[src/rtl/dgr_pkg.sv]
// Shared types, register indexes and arithmetic helpers for the dithered gradient unit.
`timescale 1ns / 1ps

package dgr_pkg;

  localparam int SCREEN_HEIGHT_DEF = 240;

  localparam logic [2:0] REG_STOP_COLOR_0 = 3'd0;
  localparam logic [2:0] REG_STOP_COLOR_1 = 3'd1;
  localparam logic [2:0] REG_STOP_COLOR_2 = 3'd2;
  localparam logic [2:0] REG_STOP_COLOR_3 = 3'd3;
  localparam logic [2:0] REG_STOP_POS_0   = 3'd4;
  localparam logic [2:0] REG_STOP_POS_1   = 3'd5;
  localparam logic [2:0] REG_STOP_POS_2   = 3'd6;
  localparam logic [2:0] REG_STOP_POS_3   = 3'd7;

  localparam int POS0_RESET = 0;
  localparam int POS1_RESET = 70;
  localparam int POS2_RESET = 150;
  localparam int POS3_RESET = 255;

  // 4x4 ordered dither thresholds, indexed {row[1:0], column[1:0]}
  localparam logic [3:0] BAYER_TAB [16] = '{
    4'd0,  4'd8,  4'd2,  4'd10,
    4'd12, 4'd4,  4'd14, 4'd6,
    4'd3,  4'd11, 4'd1,  4'd9,
    4'd15, 4'd7,  4'd13, 4'd5
  };

  // Multiplier for an exact divide by 255 of any 16-bit value: (p * 0x8081) >> 23
  localparam logic [15:0] RECIP_255 = 16'h8081;

  typedef struct packed {
    logic [23:0] color_a;
    logic [23:0] color_b;
    logic [3:0]  bayer;
  } dgr_carry_t;

  typedef struct packed {
    logic [7:0] red;
    logic [7:0] green;
    logic [7:0] blue;
    logic [3:0] bayer;
  } dgr_rgb_t;

  function automatic logic [3:0] bayer_at(logic [1:0] row, logic [1:0] col);
    return BAYER_TAB[{row, col}];
  endfunction

  // a * (255 - mix) + b * mix + 127, never above 65152
  function automatic logic [15:0] blend_sum(logic [7:0] a, logic [7:0] b, logic [7:0] mix);
    logic [15:0] pa;
    logic [15:0] pb;
    pa = {8'd0, a} * {8'd0, 8'd255 - mix};
    pb = {8'd0, b} * {8'd0, mix};
    return pa + pb + 16'd127;
  endfunction

  function automatic logic [7:0] div255(logic [15:0] p);
    logic [31:0] prod;
    prod = {16'd0, p} * {16'd0, RECIP_255};
    return prod[30:23];
  endfunction

  // step 8: threshold is ((2*bayer+1)*8)>>5, i.e. bayer>>1
  function automatic logic [4:0] quant5(logic [7:0] c, logic [3:0] bayer);
    logic [5:0] q;
    q = {1'b0, c[7:3]} + ((c[2:0] > bayer[3:1]) ? 6'd1 : 6'd0);
    return q[5] ? 5'd31 : q[4:0];
  endfunction

  // step 4: threshold is ((2*bayer+1)*4)>>5, i.e. bayer>>2
  function automatic logic [5:0] quant6(logic [7:0] c, logic [3:0] bayer);
    logic [6:0] q;
    q = {1'b0, c[7:2]} + ((c[1:0] > bayer[3:2]) ? 7'd1 : 7'd0);
    return q[6] ? 6'd63 : q[5:0];
  endfunction

endpackage

[src/rtl/dgr_select.sv]
// Stop selection stage: picks the bracketing stops, row offset, span and dither threshold.
`timescale 1ns / 1ps

module dgr_select import dgr_pkg::*; #(
  parameter int ROW_W = 8
) (
  input  logic             clk,
  input  logic             rst_n,
  input  logic             up_valid,
  output logic             up_ready,
  input  logic [8:0]       pixel_x,
  input  logic [7:0]       pixel_y,
  input  logic [ROW_W-1:0] row0,
  input  logic [ROW_W-1:0] row1,
  input  logic [ROW_W-1:0] row2,
  input  logic [ROW_W-1:0] row3,
  input  logic [23:0]      color0,
  input  logic [23:0]      color1,
  input  logic [23:0]      color2,
  input  logic [23:0]      color3,
  output logic             dn_valid,
  input  logic             dn_ready,
  output logic [7:0]       dn_offset,
  output logic [ROW_W-1:0] dn_span,
  output dgr_carry_t       dn_carry
);

  localparam int CMPW = ROW_W + 8;

  logic             valid_r;
  logic [7:0]       offset_r;
  logic [ROW_W-1:0] span_r;
  dgr_carry_t       carry_r;

  logic [7:0]       offset_nxt;
  logic [ROW_W-1:0] span_nxt;
  dgr_carry_t       carry_nxt;
  logic [ROW_W-1:0] lo;
  logic [ROW_W-1:0] hi;
  logic [CMPW-1:0]  yw;
  logic [CMPW-1:0]  diff;
  logic             at_top;
  logic             at_bottom;
  logic             in_first;
  logic             in_second;
  logic             advance;

  assign advance  = !valid_r || dn_ready;
  assign up_ready = advance;

  always_comb begin
    yw        = CMPW'(pixel_y);
    at_top    = yw <= CMPW'(row0);
    at_bottom = yw >= CMPW'(row3);
    in_first  = yw <= CMPW'(row1);
    in_second = yw <= CMPW'(row2);
    lo        = row0;
    hi        = row1;
    carry_nxt.bayer = bayer_at(pixel_y[1:0], pixel_x[1:0]);
    // end rows: both colours equal and zero offset make the blend return the stop colour
    priority if (at_top) begin
      carry_nxt.color_a = color0;
      carry_nxt.color_b = color0;
    end else if (at_bottom) begin
      carry_nxt.color_a = color3;
      carry_nxt.color_b = color3;
    end else if (in_first) begin
      carry_nxt.color_a = color0;
      carry_nxt.color_b = color1;
      lo = row0;
      hi = row1;
    end else if (in_second) begin
      carry_nxt.color_a = color1;
      carry_nxt.color_b = color2;
      lo = row1;
      hi = row2;
    end else begin
      carry_nxt.color_a = color2;
      carry_nxt.color_b = color3;
      lo = row2;
      hi = row3;
    end
    diff = yw - CMPW'(lo);
    if (at_top || at_bottom) begin
      offset_nxt = 8'd0;
      span_nxt   = ROW_W'(1);
    end else begin
      offset_nxt = diff[7:0];
      span_nxt   = hi - lo;
    end
  end

  always_ff @(posedge clk) begin
    if (!rst_n) begin
      valid_r <= 1'b0;
    end else if (advance) begin
      valid_r <= up_valid;
    end
  end

  always_ff @(posedge clk) begin
    if (advance && up_valid) begin
      offset_r <= offset_nxt;
      span_r   <= span_nxt;
      carry_r  <= carry_nxt;
    end
  end

  assign dn_valid  = valid_r;
  assign dn_offset = offset_r;
  assign dn_span   = span_r;
  assign dn_carry  = carry_r;

endmodule

[src/rtl/dgr_divider.sv]
// Four-stage restoring divider: mix = offset * 255 / span, two quotient bits per stage.
`timescale 1ns / 1ps

module dgr_divider import dgr_pkg::*; #(
  parameter int ROW_W = 8
) (
  input  logic             clk,
  input  logic             rst_n,
  input  logic             up_valid,
  output logic             up_ready,
  input  logic [7:0]       up_offset,
  input  logic [ROW_W-1:0] up_span,
  input  dgr_carry_t       up_carry,
  output logic             dn_valid,
  input  logic             dn_ready,
  output logic [7:0]       dn_mix,
  output dgr_carry_t       dn_carry
);

  localparam int STAGES = 4;
  localparam int CW     = ROW_W + 16;

  logic [STAGES-1:0] valid_r;
  logic [15:0]       rem_r   [STAGES];
  logic [7:0]        quo_r   [STAGES];
  logic [ROW_W-1:0]  span_r  [STAGES];
  dgr_carry_t        carry_r [STAGES];

  logic [STAGES-1:0] stage_in_valid;
  logic [15:0]       rem_in   [STAGES];
  logic [7:0]        quo_in   [STAGES];
  logic [ROW_W-1:0]  span_in  [STAGES];
  dgr_carry_t        carry_in [STAGES];
  logic [STAGES:0]   ready;
  logic [STAGES-1:0] advance;

  assign ready[STAGES] = dn_ready;

  genvar s;
  generate
    for (s = 0; s < STAGES; s++) begin : g_stage
      localparam int K0 = 7 - 2 * s;
      localparam int K1 = 6 - 2 * s;

      logic [CW-1:0] rem_mid;
      logic [CW-1:0] rem_fin;
      logic [CW-1:0] sh0;
      logic [CW-1:0] sh1;
      logic [7:0]    quo_nxt;
      logic [15:0]   rem_nxt;

      if (s == 0) begin : g_head
        // offset * 255 as (offset << 8) - offset
        assign rem_in[s]         = {up_offset, 8'd0} - {8'd0, up_offset};
        assign quo_in[s]         = 8'd0;
        assign span_in[s]        = up_span;
        assign carry_in[s]       = up_carry;
        assign stage_in_valid[s] = up_valid;
      end else begin : g_body
        assign rem_in[s]         = rem_r[s-1];
        assign quo_in[s]         = quo_r[s-1];
        assign span_in[s]        = span_r[s-1];
        assign carry_in[s]       = carry_r[s-1];
        assign stage_in_valid[s] = valid_r[s-1];
      end

      assign advance[s] = !valid_r[s] || ready[s+1];
      assign ready[s]   = advance[s];

      always_comb begin
        sh0     = CW'(span_in[s]) << K0;
        sh1     = CW'(span_in[s]) << K1;
        quo_nxt = quo_in[s];
        rem_mid = CW'(rem_in[s]);
        if (rem_mid >= sh0) begin
          rem_mid     = rem_mid - sh0;
          quo_nxt[K0] = 1'b1;
        end
        rem_fin = rem_mid;
        if (rem_fin >= sh1) begin
          rem_fin     = rem_fin - sh1;
          quo_nxt[K1] = 1'b1;
        end
        rem_nxt = rem_fin[15:0];
      end

      always_ff @(posedge clk) begin
        if (!rst_n) begin
          valid_r[s] <= 1'b0;
        end else if (advance[s]) begin
          valid_r[s] <= stage_in_valid[s];
        end
      end

      always_ff @(posedge clk) begin
        if (advance[s] && stage_in_valid[s]) begin
          rem_r[s]   <= rem_nxt;
          quo_r[s]   <= quo_nxt;
          span_r[s]  <= span_in[s];
          carry_r[s] <= carry_in[s];
        end
      end
    end
  endgenerate

  assign up_ready = ready[0];
  assign dn_valid = valid_r[STAGES-1];
  assign dn_mix   = quo_r[STAGES-1];
  assign dn_carry = carry_r[STAGES-1];

endmodule

[src/rtl/dgr_blend.sv]
// Two-stage channel blend: weighted sum, then exact divide by 255 via reciprocal multiply.
`timescale 1ns / 1ps

module dgr_blend import dgr_pkg::*; (
  input  logic       clk,
  input  logic       rst_n,
  input  logic       up_valid,
  output logic       up_ready,
  input  logic [7:0] up_mix,
  input  dgr_carry_t up_carry,
  output logic       dn_valid,
  input  logic       dn_ready,
  output dgr_rgb_t   dn_rgb
);

  logic        sum_valid_r;
  logic [15:0] sum_red_r;
  logic [15:0] sum_green_r;
  logic [15:0] sum_blue_r;
  logic [3:0]  sum_bayer_r;
  logic        rgb_valid_r;
  dgr_rgb_t    rgb_r;

  logic        sum_advance;
  logic        rgb_advance;
  dgr_rgb_t    rgb_nxt;

  assign rgb_advance = !rgb_valid_r || dn_ready;
  assign sum_advance = !sum_valid_r || rgb_advance;
  assign up_ready    = sum_advance;

  always_comb begin
    rgb_nxt.red   = div255(sum_red_r);
    rgb_nxt.green = div255(sum_green_r);
    rgb_nxt.blue  = div255(sum_blue_r);
    rgb_nxt.bayer = sum_bayer_r;
  end

  always_ff @(posedge clk) begin
    if (!rst_n) begin
      sum_valid_r <= 1'b0;
      rgb_valid_r <= 1'b0;
    end else begin
      if (sum_advance) begin
        sum_valid_r <= up_valid;
      end
      if (rgb_advance) begin
        rgb_valid_r <= sum_valid_r;
      end
    end
  end

  always_ff @(posedge clk) begin
    if (sum_advance && up_valid) begin
      sum_red_r   <= blend_sum(up_carry.color_a[23:16], up_carry.color_b[23:16], up_mix);
      sum_green_r <= blend_sum(up_carry.color_a[15:8], up_carry.color_b[15:8], up_mix);
      sum_blue_r  <= blend_sum(up_carry.color_a[7:0], up_carry.color_b[7:0], up_mix);
      sum_bayer_r <= up_carry.bayer;
    end
    if (rgb_advance && sum_valid_r) begin
      rgb_r <= rgb_nxt;
    end
  end

  assign dn_valid = rgb_valid_r;
  assign dn_rgb   = rgb_r;

endmodule

[src/rtl/dgr_quant.sv]
// Output stage: ordered-dither quantisation to 5/6/5 bits and the result register.
`timescale 1ns / 1ps

module dgr_quant import dgr_pkg::*; (
  input  logic        clk,
  input  logic        rst_n,
  input  logic        up_valid,
  output logic        up_ready,
  input  dgr_rgb_t    up_rgb,
  output logic        dn_valid,
  input  logic        dn_stall,
  output logic [15:0] dn_pixel
);

  logic        valid_r;
  logic [15:0] pixel_r;
  logic [15:0] pixel_nxt;
  logic        advance;

  assign advance  = !valid_r || !dn_stall;
  assign up_ready = advance;

  always_comb begin
    pixel_nxt = {quant5(up_rgb.red, up_rgb.bayer),
                 quant6(up_rgb.green, up_rgb.bayer),
                 quant5(up_rgb.blue, up_rgb.bayer)};
  end

  always_ff @(posedge clk) begin
    if (!rst_n) begin
      valid_r <= 1'b0;
    end else if (advance) begin
      valid_r <= up_valid;
    end
  end

  // hold the result while the receiver stalls
  always_ff @(posedge clk) begin
    if (advance && up_valid) begin
      pixel_r <= pixel_nxt;
    end
  end

  assign dn_valid = valid_r;
  assign dn_pixel = pixel_r;

endmodule

[src/rtl/dithered_gradient_rgb565_unit.sv]
// Top level of the dithered four-stop vertical gradient pixel unit (RGB565 out).
//
//   channel  direction  handshake            payload
//   in       sink       in_valid / in_stall  in_pixel_x[8:0], in_pixel_y[7:0]
//   out      source     out_valid/out_stall  out_pixel_rgb565[15:0]
//   cfg      sink       cfg_we               cfg_index[2:0], cfg_data[23:0]
//
// One request per clock is taken while the output is not stalled; the result is on the
// outputs from the last of 8 register stages (1 select stage, 4 divider stages of two
// quotient bits, 2 blend stages, 1 output stage).
// Each stage advances when it is empty or the next one takes its request, so bubbles
// close up and a stall at the output holds every occupied stage without loss.
// Synchronous active-low reset empties the pipeline and restores the stop registers;
// stop rows are scaled at write time, so a request may follow a write in the next cycle.
`timescale 1ns / 1ps

module dithered_gradient_rgb565_unit import dgr_pkg::*; #(
  parameter int SCREEN_HEIGHT = SCREEN_HEIGHT_DEF
) (
  input  logic        clk,
  input  logic        rst_n,
  input  logic        in_valid,
  output logic        in_stall,
  input  logic [8:0]  in_pixel_x,
  input  logic [7:0]  in_pixel_y,
  output logic        out_valid,
  input  logic        out_stall,
  output logic [15:0] out_pixel_rgb565,
  input  logic        cfg_we,
  input  logic [2:0]  cfg_index,
  input  logic [23:0] cfg_data
);

  localparam int ROW_W = (SCREEN_HEIGHT > 1) ? $clog2(SCREEN_HEIGHT) : 1;
  localparam int PW    = ROW_W + 8;

  localparam logic [ROW_W-1:0] ROW0_RESET = ROW_W'((POS0_RESET * SCREEN_HEIGHT) >> 8);
  localparam logic [ROW_W-1:0] ROW1_RESET = ROW_W'((POS1_RESET * SCREEN_HEIGHT) >> 8);
  localparam logic [ROW_W-1:0] ROW2_RESET = ROW_W'((POS2_RESET * SCREEN_HEIGHT) >> 8);
  localparam logic [ROW_W-1:0] ROW3_RESET = ROW_W'((POS3_RESET * SCREEN_HEIGHT) >> 8);

  logic [23:0]      color0_r;
  logic [23:0]      color1_r;
  logic [23:0]      color2_r;
  logic [23:0]      color3_r;
  logic [ROW_W-1:0] row0_r;
  logic [ROW_W-1:0] row1_r;
  logic [ROW_W-1:0] row2_r;
  logic [ROW_W-1:0] row3_r;

  logic [PW-1:0]    row_prod;
  logic [ROW_W-1:0] row_nxt;

  logic             sel_valid;
  logic             sel_ready;
  logic [7:0]       sel_offset;
  logic [ROW_W-1:0] sel_span;
  dgr_carry_t       sel_carry;
  logic             in_ready;

  logic             div_valid;
  logic             div_ready;
  logic [7:0]       div_mix;
  dgr_carry_t       div_carry;

  logic             bl_valid;
  logic             bl_ready;
  dgr_rgb_t         bl_rgb;

  logic             q_ready;

  // stop position to row: (pos * height) >> 8
  always_comb begin
    row_prod = PW'(cfg_data[7:0]) * PW'(SCREEN_HEIGHT);
    row_nxt  = row_prod[PW-1:8];
  end

  always_ff @(posedge clk) begin
    if (!rst_n) begin
      color0_r <= 24'd0;
      color1_r <= 24'd0;
      color2_r <= 24'd0;
      color3_r <= 24'd0;
      row0_r   <= ROW0_RESET;
      row1_r   <= ROW1_RESET;
      row2_r   <= ROW2_RESET;
      row3_r   <= ROW3_RESET;
    end else if (cfg_we) begin
      unique case (cfg_index)
        REG_STOP_COLOR_0: color0_r <= cfg_data;
        REG_STOP_COLOR_1: color1_r <= cfg_data;
        REG_STOP_COLOR_2: color2_r <= cfg_data;
        REG_STOP_COLOR_3: color3_r <= cfg_data;
        REG_STOP_POS_0:   row0_r   <= row_nxt;
        REG_STOP_POS_1:   row1_r   <= row_nxt;
        REG_STOP_POS_2:   row2_r   <= row_nxt;
        REG_STOP_POS_3:   row3_r   <= row_nxt;
        default:          ;
      endcase
    end
  end

  dgr_select #(
    .ROW_W (ROW_W)
  ) u_select (
    .clk       (clk),
    .rst_n     (rst_n),
    .up_valid  (in_valid),
    .up_ready  (in_ready),
    .pixel_x   (in_pixel_x),
    .pixel_y   (in_pixel_y),
    .row0      (row0_r),
    .row1      (row1_r),
    .row2      (row2_r),
    .row3      (row3_r),
    .color0    (color0_r),
    .color1    (color1_r),
    .color2    (color2_r),
    .color3    (color3_r),
    .dn_valid  (sel_valid),
    .dn_ready  (sel_ready),
    .dn_offset (sel_offset),
    .dn_span   (sel_span),
    .dn_carry  (sel_carry)
  );

  assign in_stall = !in_ready;

  dgr_divider #(
    .ROW_W (ROW_W)
  ) u_divider (
    .clk       (clk),
    .rst_n     (rst_n),
    .up_valid  (sel_valid),
    .up_ready  (sel_ready),
    .up_offset (sel_offset),
    .up_span   (sel_span),
    .up_carry  (sel_carry),
    .dn_valid  (div_valid),
    .dn_ready  (div_ready),
    .dn_mix    (div_mix),
    .dn_carry  (div_carry)
  );

  dgr_blend u_blend (
    .clk      (clk),
    .rst_n    (rst_n),
    .up_valid (div_valid),
    .up_ready (div_ready),
    .up_mix   (div_mix),
    .up_carry (div_carry),
    .dn_valid (bl_valid),
    .dn_ready (bl_ready),
    .dn_rgb   (bl_rgb)
  );

  dgr_quant u_quant (
    .clk      (clk),
    .rst_n    (rst_n),
    .up_valid (bl_valid),
    .up_ready (q_ready),
    .up_rgb   (bl_rgb),
    .dn_valid (out_valid),
    .dn_stall (out_stall),
    .dn_pixel (out_pixel_rgb565)
  );

  assign bl_ready = q_ready;

endmodule
[config.mk]
export PLATFORM = sky130hd
export DESIGN_NAME = dithered_gradient_rgb565_unit
export DESIGN_NICKNAME = d
export VERILOG_FILES = /design/src/rtl/dgr_pkg.sv /design/src/rtl/dgr_select.sv /design/src/rtl/dgr_divider.sv /design/src/rtl/dgr_blend.sv /design/src/rtl/dgr_quant.sv /design/src/rtl/dithered_gradient_rgb565_unit.sv
export SDC_FILE = /design/constraint.sdc
export NUM_CORES = 2
export LEC_CHECK = 0
export BUFFER_PORTS_ARGS = -buffer_cell sky130_fd_sc_hd__buf_2
export CORE_MARGIN = 1.5
export CORE_UTILIZATION = 50
export DETAILED_ROUTE_END_ITERATION = 7
export GPL_TIMING_DRIVEN = 0
export PLACE_DENSITY_LB_ADDON = 0.25
export SYNTH_ARGS = -nofsm -noshare
export SYNTH_HDL_FRONTEND = slang
export SYNTH_SLANG_ARGS = --single-unit
[constraint.sdc]
create_clock -name clk -period 9.9 [get_ports clk]
set_clock_uncertainty 0.05 [all_clocks]
set_input_delay 0.495 -clock clk [delete_from_list [all_inputs] [get_ports clk]]
set_output_delay 0.495 -clock clk [all_outputs]
set_load 0.02 [all_outputs]
==> flow_metrics.py <==
metrics = {
    "outcome": {
        "status": "finished clean",
    },
    "finish": {
        "final_design_area_no_fill_um2": 47300,
        "drive_gt1_share_pct": 6.61,
        "final_common_cell": "inv_1",
        "layout_common_cells": "inv_1, ha_1, edfxtp_1, nand2_1, fa_1",
        "nNetsFinal": 5018,
        "postLayoutCoreUtil_pct": 55.4,
        "antenna_cells": 0,
        "num-fill-cells": 7476,
        "areaGrowthSynthToFinish_pct": 9.48,
        "multi_input_area_um2": 24400,
        "stdcell_count": 5334,
        "seq_area_um2": 16400,
    },
    "timing": {
        "fin_hold_ws_ns": 0.0795,
        "rsz0062_at_grt": "no",
        "tightest_slew_ns": 1.15,
        "final-setup-viol-count": 0,
        "period_share_pct": 75.2,
        "finalCriticalPeriod_ns": 7.44,
        "max_freq_ghz": 0.134,
        "final_max_slew_viol_count": 0,
        "fin_ws_ns": 2.46,
        "hold_viol_final": 0,
        "finalSetupTns_ns": 0,
        "maxSlewHeadroom_pct": 21.4,
    },
    "route": {
        "wl_met2_um": 42600,
        "met3WireLength_um": 3600,
        "drc": 0,
        "avgRoutedWirePerCell_um": 16.5,
        "drt_wl_total_um": 88000,
        "ant_nets": 0,
        "met1Wirelength_um": 38800,
        "drtIter0Drc": 1365,
        "vias": 27800,
        "via_per_inst": 5.22,
        "firstDrtPassIters": 5,
        "top_layer": "met4",
    },
    "worst_setup_path": {
        "slowest_delay_ns": 0.76,
        "critPathCaptureType": "flip-flop",
        "crit_arrival_ns": 7.81,
        "critPathRequiredTime_ns": 10.27,
        "cpMostUsedCell": "fa_1",
        "crit_chain": "clkbuf_1 -> clkbuf_1 -> nand2_1 -> fa_1 -> inv_1 -> fa_1 -> fa_1 -> fa_1 -> fa_1 -> inv_1 -> fa_1 -> inv_1 -> ha_1 -> and2_1 -> a22o_1 -> a311o_1 -> a31oi_1 -> o21bai_1 -> xnor2_1",
        "path_max_fanout": 10,
        "worstSetupPathType": "reg2reg",
        "slowest_stage": "clkbuf_1",
        "crit_path_start_kind": "flip-flop",
    },
    "die": {
        "rows": 107,
        "coreArea_um2": 85400,
        "pin_count": 67,
        "design.die.area_um2": 88200,
        "die_x_um": 297,
        "die_y_um": 297,
        "start_util_pct": 50.6,
    },
    "power": {
        "power.leakage_nw": 20.3,
        "finalPower_mw": 8.32,
        "power_density_nw_per_um2": 176,
        "ir_worst_vdd_v": 0.000128,
    },
    "synth": {
        "synthFlopType": "edfxtp_1",
        "synth_top_area_share_pct": 31.8,
        "yosys-top-cells-area": "edfxtp_1, fa_1, ha_1, dfxtp_1, inv_1",
        "yosysTopAreaCell": "edfxtp_1",
        "ys_ff_latch": 593,
        "synth_edf_count": 457,
        "ys_types": 75,
        "postSynthCellCount": 4006,
        "postSynth.asyncResetShare_pct": 0,
        "avgSynthCellArea_um2": 10.8,
        "syn_nets": 4886,
        "ys_seq_area_share_pct": 38.1,
        "yosysWarnings": 0,
        "syn_area_um2": 43200,
    },
    "placement": {
        "portBuffers": 58,
        "placed_cells": 5218,
        "dp_slack_ns": 2.64,
        "place_congestion": 0.893,
        "dpl.hpwl_um": 71000,
        "place_area_um2": 45200,
    },
    "job": {
        "max_cap_violations": 0,
    },
    "clock_network": {
        "h-tree-depth": 2,
        "clk_pin_slew_ns": 0.06,
        "cts_buffers": 61,
        "root_buffer": "clkbuf_16",
        "clk_latency_ns": 0.66,
        "max-clock-path-buffers": 3,
        "clkSinkCount": 593,
        "postCtsSetupRepairBufs": 0,
        "tritoncts": "yes",
    },
    "worst_hold_path": {
        "hold_path_class": "in2reg",
    },
    "global_route": {
        "antenna_found_initial": 0,
        "grt_max_degree": 38,
        "grt-ovfl-total": 0,
        "grt_pass1_wl_um": 143000,
        "grt_pass1_vias": 28000,
        "grtUsageTotal_pct": 20.2,
    },
}
## power breakdown
group          switching [mW]  internal (mW)  leakage (nW)
clock                   0.971           1.38          1.01
sequential             0.0889           2.98          5.33
combinational            1.56           1.35          13.9
total                    2.62           5.71          20.3
## cell usage after synthesis, types with 6 or more instances
cell,count
and3_1,18
nand2_1,414
and2_1,94
o211ai_1,23
fa_1,330
mux2_4,12
inv_1,519
ha_1,501
nor4_1,6
a31oi_1,16
nand4_1,17
mux2i_1,33
nor2b_1,133
mux2_2,58
o21a_1,26
xnor2_1,97
edfxtp_1,457
nor3_1,33
or4_1,6
nand2b_1,113
a21boi_0,8
a211oi_1,10
dfxtp_1,136
clkbuf_1,111
o21bai_1,12
o31ai_1,10
o21ai_0,77
or3_1,14
o221a_2,6
nor2_1,178
xor2_1,38
nand3_1,42
a21o_1,55
or2_2,10
a21oi_1,261
o22ai_1,43
## sequential cells by signal, summed over array words and instances (netlist names), 8 cells and up
register / cells
u_divider.carry_r: 204
u_blend.sum_red_r: 16
u_blend.dn_rgb: 27
u_blend.sum_green_r: 16
u_select.dn_carry: 51
color1_r: 24
u_divider.rem_r: 48
color0_r: 24
row3_r: 8
row0_r: 8
u_select.dn_offset: 8
u_select.dn_span: 8
u_blend.sum_blue_r: 16
color3_r: 24
u_quant.dn_pixel: 16
row1_r: 8
color2_r: 24
u_divider.quo_r: 20
u_divider.span_r: 24
row2_r: 8
## layer usage
layer,vias up,track usage [%]
li1,13800,-
met1,13300,26.0
met2,546,35.1
met3,153,2.70
met4,0,6.73
met5,-,0
## worst max-delay path, delay by kind of cell, from the launching register on
kind                       cells  cell delay, ns
AOI/OAI and AO/OA              4            0.91
xor gates and xnor gates       1            0.29
adders and majority gates      7            3.54
buffers and inverters          5            1.62
DFF                            1            0.41
and+or+nand+nor                2            0.40
## layout make-up
class,instances,area share (%)
Timing Repair Buffer,69,1.05
Buffer,123,1.03
Clock inverter,39,1.00
Clock buffer,76,3.43
Inverter,521,4.13
Sequential cell,593,34.8
Multi-Input combinational cell,2769,51.6
Tap cell,1144,3.03
## final timing paths
check	cells after the start	slack, ns	to	startpoint
min reg2reg	0	0.36	u_divider.carry_r[0][30]$_DFFE_PP_	u_select.dn_carry[30]$_DFFE_PP_
max reg2reg	19	2.46	u_blend.sum_green_r[15]$_DFFE_PP_	u_divider.quo_r[3][3]$_DFFE_PP_
min	3	0.08	color1_r[15]$_SDFFE_PN0P_	cfg_data[15]
max	19	2.46	u_blend.sum_green_r[15]$_DFFE_PP_	u_divider.quo_r[3][3]$_DFFE_PP_
## timing repair
| action | 4_1_cts | 5_1_grt |
|---|---|---|
| resized for setup | 0 | 0 |
| hold buffers | 1 | 0 |
| hold endpoints to repair | 1 | 0 |
## logic make-up after synthesis
group / after synthesis / synth area share [%]
flip-flops: 593 / 38.1
XOR/XNOR: 136 / 2.79
buffers and inverters: 644 / 5.66
adder cells (fa/ha/maj): 831 / 29.8
multiplexers: 103 / 2.69
AO/OA/AOI/OAI: 599 / 8.56
AND/OR/NAND/NOR: 1100 / 12.4
Note: power is estimated with default switching activity, not from simulation.
